**config.mk**
```make
export PLATFORM = sky130hd
export DESIGN_NAME = capture_frequency_meter
export DESIGN_NICKNAME = d
export VERILOG_FILES = /design/src/design/cfm_pkg.sv /design/src/design/cfm_front.sv /design/src/design/cfm_queue.sv /design/src/design/cfm_back.sv /design/src/design/capture_frequency_meter.sv
export VERILOG_INCLUDE_DIRS = /design/src /design/src/design
export SDC_FILE = /design/constraint.sdc
export NUM_CORES = 1
export LEC_CHECK = 0
export ABC_AREA = 1
export BUFFER_PORTS_ARGS = -buffer_cell sky130_fd_sc_hd__buf_2
export CORE_ASPECT_RATIO = 0.7
export CORE_MARGIN = 2
export CORE_UTILIZATION = 45
export CTS_BUF_LIST = sky130_fd_sc_hd__clkbuf_2
export DETAILED_ROUTE_END_ITERATION = 12
export SYNTH_ARGS = -nofsm -noshare
export SYNTH_HDL_FRONTEND = slang
export SYNTH_SLANG_ARGS = --single-unit
export TNS_END_PERCENT = 30
```
**constraint.sdc**
```tcl
create_clock -name clk -period 4.8 [get_ports clk]
set_input_delay 0.96 -clock clk [delete_from_list [all_inputs] [get_ports clk]]
set_output_delay 0.96 -clock clk [all_outputs]
set_load 0.05 [all_outputs]
```
**src/design/capture_frequency_meter_defines.svh**
```systemverilog
// Assertion macros shared by the capture frequency meter RTL.
// Define ASSERT_OFF to compile the assertions out; no other dependencies.
`ifndef CAPTURE_FREQUENCY_METER_DEFINES_SVH
`define CAPTURE_FREQUENCY_METER_DEFINES_SVH

`ifndef ASSERT_OFF
`define CFM_ASSERT(lbl, clk, rst_n, prop) \
	lbl: assert property (@(posedge clk) disable iff (!rst_n) (prop)) \
		else $error("capture frequency meter assertion failed");
`define CFM_NEVER(lbl, clk, rst_n, cond) \
	lbl: assert property (@(posedge clk) disable iff (!rst_n) !(cond)) \
		else $error("capture frequency meter forbidden condition seen");
`else
`define CFM_ASSERT(lbl, clk, rst_n, prop)
`define CFM_NEVER(lbl, clk, rst_n, cond)
`endif

`endif

```
**src/design/cfm_pkg.sv**
```systemverilog
// Types and constants of the capture frequency meter.
// No dependencies; used by cfm_back and the top level.
`timescale 1ns / 1ps

package cfm_pkg;

	localparam int TICK_W     = 24;
	localparam int FREQ_W     = 24;
	localparam int DIGIT_W    = 4;
	// Eight BCD digits cover every 24-bit frequency.
	localparam int BCD_DIGITS = 8;
	localparam logic [TICK_W-1:0] TICK_RATE_RESET = 24'd500000;
	localparam logic [DIGIT_W-1:0] BCD_ADJ_MIN = 4'd5;
	localparam logic [DIGIT_W-1:0] BCD_ADJ_ADD = 4'd3;

	typedef enum logic [1:0] {
		B_IDLE,
		B_DIV,
		B_CONV,
		B_DONE
	} back_state_t;

	// Largest value that n decimal digits can show, evaluated at elaboration.
	function automatic logic [63:0] dec_limit(input int n);
		logic [63:0] lim;
		lim = 64'd1;
		for (int i = 0; i < n; i++) begin
			lim = lim * 64'd10;
		end
		return lim - 64'd1;
	endfunction

endpackage

```
**src/design/cfm_front.sv**
```systemverilog
// Front end of the capture frequency meter: pairs captures and forms the period.
// Depends on nothing but its ports; feeds cfm_queue.
`timescale 1ns / 1ps

module cfm_front #(
	parameter int TIMER_WIDTH = 16
) (
	input  logic                   clk,
	input  logic                   arst_n,
	input  logic                   in_valid,
	output logic                   in_stall,
	input  logic [TIMER_WIDTH-1:0] capture_time,
	output logic                   push_valid,
	input  logic                   push_ready,
	output logic [TIMER_WIDTH-1:0] push_period,
	output logic                   push_zero
);

	logic                   awaiting_q;
	logic [TIMER_WIDTH-1:0] first_q;
	logic                   accept;

	// Only the closing capture of a pair needs room in the queue.
	assign in_stall    = awaiting_q && !push_ready;
	assign accept      = in_valid && !in_stall;
	assign push_valid  = in_valid && awaiting_q;
	assign push_period = capture_time - first_q;
	assign push_zero   = (capture_time == first_q);

	always_ff @(posedge clk or negedge arst_n) begin
		if (!arst_n) begin
			awaiting_q <= 1'b0;
			first_q    <= '0;
		end else if (accept) begin
			awaiting_q <= !awaiting_q;
			if (!awaiting_q) begin
				first_q <= capture_time;
			end
		end
	end

endmodule

```
**src/design/cfm_queue.sv**
```systemverilog
// Small first-in first-out queue between the front and back ends.
// Depends on the assertion macro header only.
`timescale 1ns / 1ps
`include "capture_frequency_meter_defines.svh"

module cfm_queue #(
	parameter int WIDTH = 17,
	parameter int DEPTH = 2
) (
	input  logic             clk,
	input  logic             arst_n,
	input  logic             push_valid,
	output logic             push_ready,
	input  logic [WIDTH-1:0] push_data,
	output logic             pop_valid,
	input  logic             pop_ready,
	output logic [WIDTH-1:0] pop_data
);

	localparam int AW = (DEPTH > 1) ? $clog2(DEPTH) : 1;
	localparam int CW = $clog2(DEPTH + 1);

	logic [WIDTH-1:0] entry_q [DEPTH];
	logic [AW-1:0]    wr_ptr_q;
	logic [AW-1:0]    rd_ptr_q;
	logic [CW-1:0]    count_q;
	logic             do_push;
	logic             do_pop;

	assign push_ready = (count_q != CW'(DEPTH));
	assign pop_valid  = (count_q != '0);
	assign pop_data   = entry_q[rd_ptr_q];
	assign do_push    = push_valid && push_ready;
	assign do_pop     = pop_valid && pop_ready;

	always_ff @(posedge clk) begin
		if (do_push) begin
			entry_q[wr_ptr_q] <= push_data;
		end
	end

	always_ff @(posedge clk or negedge arst_n) begin
		if (!arst_n) begin
			wr_ptr_q <= '0;
			rd_ptr_q <= '0;
			count_q  <= '0;
		end else begin
			if (do_push) begin
				wr_ptr_q <= (wr_ptr_q == AW'(DEPTH - 1)) ? '0 : wr_ptr_q + 1'b1;
			end
			if (do_pop) begin
				rd_ptr_q <= (rd_ptr_q == AW'(DEPTH - 1)) ? '0 : rd_ptr_q + 1'b1;
			end
			if (do_push && !do_pop) begin
				count_q <= count_q + 1'b1;
			end else if (do_pop && !do_push) begin
				count_q <= count_q - 1'b1;
			end
		end
	end

	`CFM_NEVER(a_queue_overfill, clk, arst_n, count_q > CW'(DEPTH))
	`CFM_ASSERT(a_queue_push_only, clk, arst_n, (do_push && !do_pop) |=> count_q == $past(count_q) + 1'b1)

endmodule

```
**src/design/cfm_back.sv**
```systemverilog
// Back end of the capture frequency meter: iterative divider (skipped for a zero period),
// then bit-serial binary to BCD conversion and the output register. Uses cfm_pkg and the macros.
`timescale 1ns / 1ps
`include "capture_frequency_meter_defines.svh"

module cfm_back #(
	parameter int TIMER_WIDTH = 16,
	parameter int DIGIT_COUNT = 6
) (
	input  logic                            clk,
	input  logic                            arst_n,
	input  logic [cfm_pkg::TICK_W-1:0]      tick_rate,
	input  logic                            pop_valid,
	output logic                            pop_ready,
	input  logic [TIMER_WIDTH-1:0]          pop_period,
	input  logic                            pop_zero,
	output logic                            out_valid,
	input  logic                            out_stall,
	output logic [TIMER_WIDTH-1:0]          period_ticks,
	output logic [cfm_pkg::FREQ_W-1:0]      frequency_hz,
	output logic [cfm_pkg::DIGIT_W-1:0]     digit_hundred_thousands,
	output logic [cfm_pkg::DIGIT_W-1:0]     digit_ten_thousands,
	output logic [cfm_pkg::DIGIT_W-1:0]     digit_thousands,
	output logic [cfm_pkg::DIGIT_W-1:0]     digit_hundreds,
	output logic [cfm_pkg::DIGIT_W-1:0]     digit_tens,
	output logic [cfm_pkg::DIGIT_W-1:0]     digit_ones,
	output logic                            zero_period,
	output logic                            out_of_range
);

	// Dividend 2*tick_rate + period, divisor 2*period.
	localparam int DVD_BASE = (cfm_pkg::TICK_W + 1 > TIMER_WIDTH) ?
		cfm_pkg::TICK_W + 1 : TIMER_WIDTH;
	localparam int DVD_W = DVD_BASE + 1;
	localparam int DVS_W = TIMER_WIDTH + 1;
	localparam int CNT_W = $clog2(DVD_W + 1);
	localparam int BCD_W = cfm_pkg::BCD_DIGITS * cfm_pkg::DIGIT_W;
	localparam logic [63:0] LIM = cfm_pkg::dec_limit(DIGIT_COUNT);

	cfm_pkg::back_state_t state_q, state_d;

	logic [DVD_W-1:0]           dvd_q;
	logic [DVS_W-1:0]           dvs_q;
	logic [DVS_W-1:0]           rem_q;
	logic [CNT_W-1:0]           cnt_q;
	logic [TIMER_WIDTH-1:0]     period_q;
	logic                       zero_q;
	logic [cfm_pkg::FREQ_W-1:0] freq_q;
	logic                       over_q;
	logic [cfm_pkg::FREQ_W-1:0] bin_q;
	logic [BCD_W-1:0]           bcd_q;

	logic                       out_valid_q;
	logic [TIMER_WIDTH-1:0]     out_period_q;
	logic [cfm_pkg::FREQ_W-1:0] out_freq_q;
	logic [BCD_W-1:0]           out_bcd_q;
	logic                       out_zero_q;
	logic                       out_over_q;

	logic                       start;
	logic                       div_last;
	logic                       conv_last;
	logic                       load_out;
	logic [DVS_W:0]             trial;
	logic                       qbit;
	logic [cfm_pkg::FREQ_W-1:0] quot;
	logic                       over_d;
	logic [BCD_W-1:0]           bcd_adj;

	// Next state.
	always_comb begin
		state_d = state_q;
		unique case (state_q)
			cfm_pkg::B_IDLE: if (pop_valid) state_d = pop_zero ? cfm_pkg::B_CONV : cfm_pkg::B_DIV;
			cfm_pkg::B_DIV:  if (div_last) state_d = cfm_pkg::B_CONV;
			cfm_pkg::B_CONV: if (conv_last) state_d = cfm_pkg::B_DONE;
			cfm_pkg::B_DONE: if (!out_valid_q || !out_stall) state_d = cfm_pkg::B_IDLE;
			default:         state_d = cfm_pkg::B_IDLE;
		endcase
	end

	// Control outputs.
	always_comb begin
		pop_ready = 1'b0;
		div_last  = 1'b0;
		conv_last = 1'b0;
		load_out  = 1'b0;
		unique case (state_q)
			cfm_pkg::B_IDLE: pop_ready = 1'b1;
			cfm_pkg::B_DIV:  div_last  = (cnt_q == CNT_W'(DVD_W - 1));
			cfm_pkg::B_CONV: conv_last = (cnt_q == CNT_W'(cfm_pkg::FREQ_W - 1));
			cfm_pkg::B_DONE: load_out  = !out_valid_q || !out_stall;
			default:         pop_ready = 1'b0;
		endcase
	end

	assign start = pop_valid && pop_ready;

	// One restoring division step per cycle; quotient bits enter at the bottom.
	assign trial = {rem_q, dvd_q[DVD_W-1]};
	assign qbit  = (trial >= {1'b0, dvs_q});
	assign quot  = {dvd_q[cfm_pkg::FREQ_W-2:0], qbit};
	assign over_d = (64'(quot) > LIM);

	always_comb begin
		for (int i = 0; i < cfm_pkg::BCD_DIGITS; i++) begin
			bcd_adj[i*cfm_pkg::DIGIT_W +: cfm_pkg::DIGIT_W] =
				(bcd_q[i*cfm_pkg::DIGIT_W +: cfm_pkg::DIGIT_W] >= cfm_pkg::BCD_ADJ_MIN) ?
				bcd_q[i*cfm_pkg::DIGIT_W +: cfm_pkg::DIGIT_W] + cfm_pkg::BCD_ADJ_ADD :
				bcd_q[i*cfm_pkg::DIGIT_W +: cfm_pkg::DIGIT_W];
		end
	end

	always_ff @(posedge clk or negedge arst_n) begin
		if (!arst_n) begin
			state_q     <= cfm_pkg::B_IDLE;
			out_valid_q <= 1'b0;
		end else begin
			state_q <= state_d;
			if (load_out) begin
				out_valid_q <= 1'b1;
			end else if (!out_stall) begin
				out_valid_q <= 1'b0;
			end
		end
	end

	always_ff @(posedge clk) begin
		if (start) begin
			period_q <= pop_period;
			zero_q   <= pop_zero;
			dvd_q    <= DVD_W'({tick_rate, 1'b0}) + DVD_W'(pop_period);
			dvs_q    <= {pop_period, 1'b0};
			rem_q    <= '0;
			cnt_q    <= '0;
			freq_q   <= '0;
			over_q   <= 1'b0;
			bin_q    <= '0;
			bcd_q    <= '0;
		end else if (state_q == cfm_pkg::B_DIV) begin
			dvd_q <= {dvd_q[DVD_W-2:0], qbit};
			rem_q <= qbit ? DVS_W'(trial - {1'b0, dvs_q}) : DVS_W'(trial);
			cnt_q <= div_last ? '0 : cnt_q + 1'b1;
			if (div_last) begin
				freq_q <= quot;
				over_q <= over_d;
				bin_q  <= over_d ? LIM[cfm_pkg::FREQ_W-1:0] : quot;
			end
		end else if (state_q == cfm_pkg::B_CONV) begin
			bcd_q <= {bcd_adj[BCD_W-2:0], bin_q[cfm_pkg::FREQ_W-1]};
			bin_q <= {bin_q[cfm_pkg::FREQ_W-2:0], 1'b0};
			cnt_q <= cnt_q + 1'b1;
		end
		if (load_out) begin
			out_period_q <= period_q;
			out_freq_q   <= freq_q;
			out_bcd_q    <= bcd_q;
			out_zero_q   <= zero_q;
			out_over_q   <= over_q;
		end
	end

	assign out_valid               = out_valid_q;
	assign period_ticks            = out_period_q;
	assign frequency_hz            = out_freq_q;
	assign digit_ones              = out_bcd_q[3:0];
	assign digit_tens              = out_bcd_q[7:4];
	assign digit_hundreds          = out_bcd_q[11:8];
	assign digit_thousands         = out_bcd_q[15:12];
	assign digit_ten_thousands     = out_bcd_q[19:16];
	assign digit_hundred_thousands = out_bcd_q[23:20];
	assign zero_period             = out_zero_q;
	assign out_of_range            = out_over_q;

	`CFM_ASSERT(a_zero_gives_nothing, clk, arst_n, (out_valid_q && out_zero_q) |-> (out_freq_q == '0 && !out_over_q))
	`CFM_ASSERT(a_idle_without_work, clk, arst_n, (state_q == cfm_pkg::B_IDLE && !pop_valid) |=> state_q == cfm_pkg::B_IDLE)
	`CFM_ASSERT(a_result_from_done, clk, arst_n, $rose(out_valid_q) |-> $past(state_q) == cfm_pkg::B_DONE)

endmodule

```
**src/design/capture_frequency_meter.sv**
```systemverilog
// Top level of the capture frequency meter (reciprocal frequency counter).
// Instantiates cfm_front, cfm_queue and cfm_back; uses cfm_pkg.
`timescale 1ns / 1ps
//
//  Channel   Direction  Handshake            Payload
//  capture   in         in_valid / in_stall  capture_time
//  result    out        out_valid/out_stall  period, frequency, six digits, two flags
//  config    in         cfg_valid/cfg_ready  cfg_data (tick rate in Hz)
//
//  The first capture of a pair is always accepted and gives no beat. The second
//  is accepted while the two-entry queue has room. The back end then takes the
//  pair, runs one restoring division step per quotient bit, DVD_W steps in all (26
//  with a 16-bit timer; none for a zero period), converts the frequency to BCD one
//  bit at a time and loads the output register before it takes the next pair.
//  Reset clears the pairing state, the queue, the back end and the tick rate
//  (back to 500000 Hz). in_stall is raised only while a second capture is due
//  and the queue is full; a stalled result beat holds the back end in B_DONE.

module capture_frequency_meter #(
	parameter int TIMER_WIDTH = 16,
	parameter int DIGIT_COUNT = 6
) (
	input  logic                        clk,
	input  logic                        arst_n,
	// Configuration write channel.
	input  logic                        cfg_valid,
	output logic                        cfg_ready,
	input  logic [cfm_pkg::TICK_W-1:0]  cfg_data,
	// Capture channel.
	input  logic                        in_valid,
	output logic                        in_stall,
	input  logic [TIMER_WIDTH-1:0]      capture_time,
	// Result channel.
	output logic                        out_valid,
	input  logic                        out_stall,
	output logic [TIMER_WIDTH-1:0]      period_ticks,
	output logic [cfm_pkg::FREQ_W-1:0]  frequency_hz,
	output logic [cfm_pkg::DIGIT_W-1:0] digit_hundred_thousands,
	output logic [cfm_pkg::DIGIT_W-1:0] digit_ten_thousands,
	output logic [cfm_pkg::DIGIT_W-1:0] digit_thousands,
	output logic [cfm_pkg::DIGIT_W-1:0] digit_hundreds,
	output logic [cfm_pkg::DIGIT_W-1:0] digit_tens,
	output logic [cfm_pkg::DIGIT_W-1:0] digit_ones,
	output logic                        zero_period,
	output logic                        out_of_range
);

	// Queue entries carry the period with its zero flag on top.
	localparam int QW = TIMER_WIDTH + 1;

	logic [cfm_pkg::TICK_W-1:0] tick_rate_q;

	logic                   push_valid;
	logic                   push_ready;
	logic [TIMER_WIDTH-1:0] push_period;
	logic                   push_zero;
	logic                   pop_valid;
	logic                   pop_ready;
	logic [QW-1:0]          pop_data;

	// The tick rate register takes a write in any cycle. The user must write it only
	// while the block is idle (the block does not enforce this), so the back end may read it directly.
	assign cfg_ready = 1'b1;

	always_ff @(posedge clk or negedge arst_n) begin
		if (!arst_n) begin
			tick_rate_q <= cfm_pkg::TICK_RATE_RESET;
		end else if (cfg_valid && cfg_ready) begin
			tick_rate_q <= cfg_data;
		end
	end

	// The front end pairs captures and forms the wrapped period.
	cfm_front #(
		.TIMER_WIDTH (TIMER_WIDTH)
	) u_front (
		.clk          (clk),
		.arst_n       (arst_n),
		.in_valid     (in_valid),
		.in_stall     (in_stall),
		.capture_time (capture_time),
		.push_valid   (push_valid),
		.push_ready   (push_ready),
		.push_period  (push_period),
		.push_zero    (push_zero)
	);

	// The queue lets a further pair arrive while a division is running.
	cfm_queue #(
		.WIDTH (QW),
		.DEPTH (2)
	) u_queue (
		.clk        (clk),
		.arst_n     (arst_n),
		.push_valid (push_valid),
		.push_ready (push_ready),
		.push_data  ({push_zero, push_period}),
		.pop_valid  (pop_valid),
		.pop_ready  (pop_ready),
		.pop_data   (pop_data)
	);

	// The back end divides, converts to decimal and holds the result beat.
	cfm_back #(
		.TIMER_WIDTH (TIMER_WIDTH),
		.DIGIT_COUNT (DIGIT_COUNT)
	) u_back (
		.clk                     (clk),
		.arst_n                  (arst_n),
		.tick_rate               (tick_rate_q),
		.pop_valid               (pop_valid),
		.pop_ready               (pop_ready),
		.pop_period              (pop_data[TIMER_WIDTH-1:0]),
		.pop_zero                (pop_data[QW-1]),
		.out_valid               (out_valid),
		.out_stall               (out_stall),
		.period_ticks            (period_ticks),
		.frequency_hz            (frequency_hz),
		.digit_hundred_thousands (digit_hundred_thousands),
		.digit_ten_thousands     (digit_ten_thousands),
		.digit_thousands         (digit_thousands),
		.digit_hundreds          (digit_hundreds),
		.digit_tens              (digit_tens),
		.digit_ones              (digit_ones),
		.zero_period             (zero_period),
		.out_of_range            (out_of_range)
	);

endmodule
```
# Word level (Yosys, flattened, before mapping)
# Memories as Yosys holds them, arrays and structs flattened.
# Index checks and enable logic that the tools add are counted.
[op_classes]
add_sub_neg = 16
magnitude_cmp = 10
eq_ne = 12
muxes = 36
n_bitwise = 2
n_reduce_logical = 25
[op_table]
columns = ["op", "count"]
rows = [
  ["2-to-1 mux 24 bit", 4],
  ["2-to-1 mux 26 bit", 2],
  ["greater-or-equal comparator 4 x 3 -> 1 bit (second input constant)", 8],
  ["adder 4 x 2 -> 4 bit (second input constant)", 7],
  ["2-to-1 mux 4 bit", 7],
  ["adder 25 x 16 -> 26 bit", 1],
  ["greater-than comparator 24 x 20 -> 1 bit (second input constant)", 1],
  ["greater-or-equal comparator 18 x 17 -> 1 bit", 1],
  ["2-to-1 mux 17 bit", 1],
  ["subtractor 17 bit", 1],
  ["equality test 16 bit", 1],
  ["subtractor 16 bit", 1],
  ["2-to-1 mux 5 bit", 3],
  ["2-to-1 mux 2 bit", 7],
  ["equality test 5 bit (second input constant)", 2],
  ["2-to-1 mux 1 bit", 10],
  ["!= test 2 x 1 -> 1 bit (second input constant)", 5],
  ["case mux 2 bit (4 select lines)", 1],
  ["AND reduction 2 bit", 4],
  ["nonzero test 2 bit", 4],
  ["logical AND 1 bit", 7],
  ["zero test 1 bit", 7],
  ["adder 5 x 1 -> 5 bit (second input constant)", 1],
  ["equality test 2 bit (second input constant)", 2],
  ["other kinds (11)", 13],
]
[word_totals]
ff_bits = 260
mem_bits_rw = 34
input_bits = 45
out_inout_bits = 69
elab_cells = 124
n_memories = 1
[mem_list]
columns = ["name", "depth", "word_bits", "rd", "rd_ports_with_merged_regs", "write_ports", "line", "source"]
rows = [
  ["u_queue.entry_q", 2, 17, 1, 0, 1, "cfm_queue.sv:23", "logic [WIDTH-1:0] entry_q [DEPTH];"],
]

# Depth between registers and ports, before layout
[depth]
depth_word = 6
ltp_mapped = 19
mapped_depth_nobuf = 17

# Hierarchy
# A second synthesis with hierarchy kept.
[hier_totals]
cells_unflattened = 1678
area_unflattened_um2 = 14554.0
[by_module_without_submodules]
columns = ["mod", "n_inst", "cells_each", "area_each_um2", "seq_area_each_um2"]
rows = [
  ["cfm_back", 1, 1198, 10323.7, 5250.0],
  ["cfm_front", 1, 259, 1715.4, 425.4],
  ["cfm_queue", 1, 117, 1520.2, 1121.1],
  ["capture_frequency_meter", 1, 104, 994.7, 609.3],
]

# Worst setup path after synthesis
# Ideal clock, no wire load.
[synth_path]
path_type = "input -> register"
from = "input out_stall"
to = "register u_back.out_freq_q, in the netlist u_back.frequency_hz[0] (enable)"
setup_ps = 512
arrival_time_ps = 4186
required_ps = 4288
slack_ps = 102
cell_stages = 1
path_buffers = 0
cell_sequence = "a21oi_1"
[synth_via]
elab_chain_len = 3
[synth_lines]
columns = ["element", "line", "source"]
rows = [
  ["from (decl)", "capture_frequency_meter.sv:35", "input logic out_stall,"],
  ["zero test 1 bit", "cfm_back.sv:92", "cfm_pkg::B_DONE: load_out = !out_valid_q || !out_stall;"],
  ["logical OR 1 bit", "cfm_back.sv:92", ""],
  ["2-to-1 mux 1 bit", "cfm_back.sv:88", "unique case (state_q)"],
  ["to (signal assigned)", "cfm_back.sv:156", "out_freq_q <= freq_q;"],
  ["to (decl)", "cfm_back.sv:55", "logic [cfm_pkg::FREQ_W-1:0] out_freq_q;"],
]
# Every way passes these cells.
# A chain may end at the register's enable or synchronous reset.

# Worst setup path after layout
[layout_path]
from = "register u_queue.rd_ptr_q"
to = "register u_back.dvd_q[20], data pin"
[layout_via]
elab_chain_len = 3
[layout_lines]
columns = ["element", "line", "source"]
rows = [
  ["from (decl)", "cfm_queue.sv:25", "logic [AW-1:0] rd_ptr_q;"],
  ["from (signal assigned)", "cfm_queue.sv:52", "rd_ptr_q <= (rd_ptr_q == AW'(DEPTH - 1)) ? '0 : rd_ptr_q + 1'b1;"],
  ["memory (2 x 17 bit)", "n/a", ""],
  ["via pop_data[2]", "capture_frequency_meter.sv:59", "logic [QW-1:0] pop_data;"],
  ["adder 25 x 16 -> 26 bit", "cfm_back.sv:132", "dvd_q <= DVD_W'({tick_rate, 1'b0}) + DVD_W'(pop_period);"],
  ["2-to-1 mux 26 bit", "cfm_back.sv:129", "if (start) begin"],
  ["to (signal assigned)", "cfm_back.sv:132", ""],
  ["to (signal assigned)", "cfm_back.sv:141", "dvd_q <= {dvd_q[DVD_W-2:0], qbit};"],
  ["to (decl)", "cfm_back.sv:42", "logic [DVD_W-1:0] dvd_q;"],
]
# The timed path passes the listed nets, and every way through them passes these cells.

==> metrics <==
Fin. Hold Viols 0; drt drc 0; core area 30900 µm²; worst-margin pin slew 1.06 ns; Synth area leaders edfxtp_1 (31%), dfxtp_1 (14%), nand2_1 (10%); Root Driver clkbuf_2; crit path capture type register; router iterations before antenna repair 6; WL/cell 15.5 µm; critical path depth in cells 15; sequential cell area 7410 µm²; post-route ant nets 0; Detailed Route Iter0 Violations 785; synth warn 0; WP buf/inv 2; main combinational cell family by area after synthesis simple AND/OR/NAND/NOR gates; Max-slew headroom 29.4%; CP endpoint u_back.dvd_q[20]; Initial Util 45.4%; Hold WS 0.194 ns; commonest cells after routing, fill and taps aside nand2_1 (375), inv_1 (175), edfxtp_1 (143); CTS Sinks 286; Clock Path Buffers 3; final setup margin 1.20 ns; main flop type after synthesis edfxtp_1; Final period util 75.1%; post-CTS setup buffer count 0; Hold Crit Class in -> async; Reg2Reg Setup Slack 1.20 ns; CTS Buf Count 73; row count 54; Tot Pwr 0.0105 W; Avg Inst Size Synth 8.97 µm²; via count 11000; drt via density 5.03; post-synthesis simple-gate area fraction 20.1%; crit start category register; CTS clk-pin slew, worst paths 0.11 ns; ys async rst share 16.8%; CP Launch Point u_queue.rd_ptr_q; max incr delay on CP 0.68 ns; Detailed Place HPWL 23500 µm; #FFs+latches synth 286; capture point of the worst reg-to-reg path u_back.dvd_q[20]; post-layout min period 3.60 ns; Reg2Reg Depth 15; largest net degree at the start of global routing 94; Worst Path Arrival 4.21 ns; Post-Synth Adder-Cell Area 6.32%; initial antenna violation count 2; mux share of post-synthesis cell area 1.21%; total grt overflow 0; Synth cell types 50; CTS tree built; Final Setup Violations 0; die area 32600 µm²; chip width 215 µm; Nets 1822; port buffer count 112; Compound-Gate Fraction of Synth Area 10.1%; reg2reg start u_queue.rd_ptr_q; DP Worst Slack 1.21 ns; wirelength, routed 33800 µm; leakage power 7.06 nW; fraction of the yosys area taken by sequential cells 52.8%; WS Path Type reg -> reg; Synth top area share 30.6%; f_max 0.277 GHz; critical path cell sequence clkinv_1 -> or2_2 -> o21ai_0 -> inv_1 -> ha_1 -> nand3_1 -> nand3_1 -> nand2_1 -> nand3_1 -> nand2_1 -> nand2_1 -> nand2_1 -> nand2_1 -> nand3_1 -> nand2_1; CTS hold repair buffers 0; setup TNS 0 ns; syn nets 1676; delay-heaviest family, CP simple AND/OR/NAND/NOR gates; RSZ-0062 raised after global routing no; MaxCap Viol Count 0; critical path's most frequent cell nand2_1; Post-Route Skew 0.0595 ns; worst skew pair latency 0.89 ns; XOR/XNOR share of the synthesized area 2.69%; gpl congestion 0.884; first-pass GRT wire length 54400 µm; status completed; Crit Path Max Fanout 18; I/O pin count 114; gr usage total 21.1%; multi-input combinational cell area 5690 µm²; number of fill cells 2968; Layout area overhead 11.4%; WP data required 5.41 ns; DIE HEIGHT 152 µm; commonest non-fill, non-tap cell in the layout nand2_1; Yosys top cell by area edfxtp_1; power per cell area 671 nW/µm²; Worst VDD drop 0.404 mV; post_cts resized 0; Post-Syn Area 14000 µm²; synthesized instance count 1562; Max stage delay cell, worst path dfrtp_1; EDFF count, synth 143; H-tree depth 3; layout cells sized above 1 18.1%; vias in the first global route 10400; Max Transition Viols Final 0
-- cell usage after synthesis (2+ instances only) --
master	number
xor2_1	25
clkbuf_1	24
nor3_2	3
edfxtp_1	143
ha_1	66
mux2_2	15
a21oi_1	125
nand3_1	109
nand3b_1	9
xnor2_1	18
o21ai_1	3
o21ai_0	92
nand2_1	376
nand4_1	7
nand3_2	10
buf_1	4
buf_4	3
inv_2	9
o22ai_1	2
nor4_1	5
dfrtp_1	41
dfstp_2	7
or2_2	7
dfxtp_1	95
inv_1	175
a31oi_1	4
buf_2	17
o21ai_2	2
nor3_1	12
o21bai_1	2
nor2_2	5
nand2_2	8
nor2_1	98
a21oi_2	2
fa_1	3
o211ai_1	14
a21o_1	9
-- worst register-to-register path, cell delays in order, from the launching register on --
cell      delay, ns
dfrtp_1        0.68
clkinv_1       0.57
or2_2          0.45
o21ai_0        0.14
inv_1          0.12
ha_1           0.30
nand3_1        0.09
nand3_1        0.12
nand2_1        0.09
nand3_1        0.20
nand2_1        0.18
nand2_1        0.13
nand2_1        0.09
nand2_1        0.05
nand3_1        0.06
nand2_1        0.07
-- state kept, by name, indices dropped and copies added, names as in the netlist, 5 cells and up --
register	count
u_back.bin_q	24
tick_rate_q	24
u_back.freq_q	24
u_back.cnt_q	5
u_back.bcd_q	24
u_back.rem_q	17
u_queue.entry_q	34
u_back.out_bcd_q	24
u_back.frequency_hz	24
u_back.period_ticks	16
u_back.period_q	16
u_back.dvd_q	26
u_front.first_q	16
-- layout make-up --
class | instances | share of cell area (%)
clock inverter | 19 | 0.577
clock buffer | 114 | 3.65
antenna | 2 | 0.0321
sequential | 286 | 47.4
tap | 420 | 3.37
timing repair buffer | 121 | 4.02
multi-input combinational | 1041 | 36.5
inverter | 185 | 4.46
-- per-stage QoR --
step | std cells | util, % | instance area, µm²
6_report | 2188 | 50.6 | 15600
5_1_grt | 2188 | 50.6 | 15600
4_1_cts | 2186 | 50.5 | 15600
3_5_place_dp | 2053 | 48.4 | 14900
3_3_place_gp | 2053 | 48.4 | 14900
2_1_floorplan | 1562 | - | 14000
-- layer usage --
layer | routed length (µm) | up-vias | track usage [%] | share of wire [%]
met5 | 16 | - | 0 | 0.047
met4 | 701 | 2 | 7.33 | 2.1
met3 | 2280 | 63 | 4.57 | 6.7
met2 | 13900 | 348 | 30.1 | 41
met1 | 17000 | 5057 | 31.5 | 50
li1 | - | 5527 | - | -
-- report_power, final --
| group | leakage, nW | internal [W] | switching, W |
|---|---|---|---|
| logic | 3.88 | 0.00139 | 0.00334 |
| clock network | 0.515 | 0.000633 | 0.00103 |
| registers | 2.67 | 0.00360 | 0.000487 |
-- how the worst min path moves through the flow --
stage                             start                 end  slack [ns]  depth (start not counted)
after floorplan           u_back.zero_q  u_back.zero_period        0.40                          0
after global placement    u_back.zero_q  u_back.zero_period        0.41                          0
after detailed placement  u_back.zero_q  u_back.zero_period        0.42                          0
after CTS                        arst_n   u_back.state_q[0]         0.1                          2
after global routing             arst_n  u_front.first_q[9]        0.15                          2
final                            arst_n     tick_rate_q[21]        0.19                          2
-- kinds of logic after synthesis --
| group | count (synthesis) |
|---|---|
| other | 1 |
| AO/OA/AOI/OAI | 261 |
| AND/OR/NAND/NOR | 652 |
| XOR/XNOR | 43 |
| buffers and inverters | 235 |
| flip-flops | 286 |
| multiplexers | 15 |
| adder cells (fa/ha/maj) | 69 |
No activity file was read; power rests on OpenSTA's default activity.
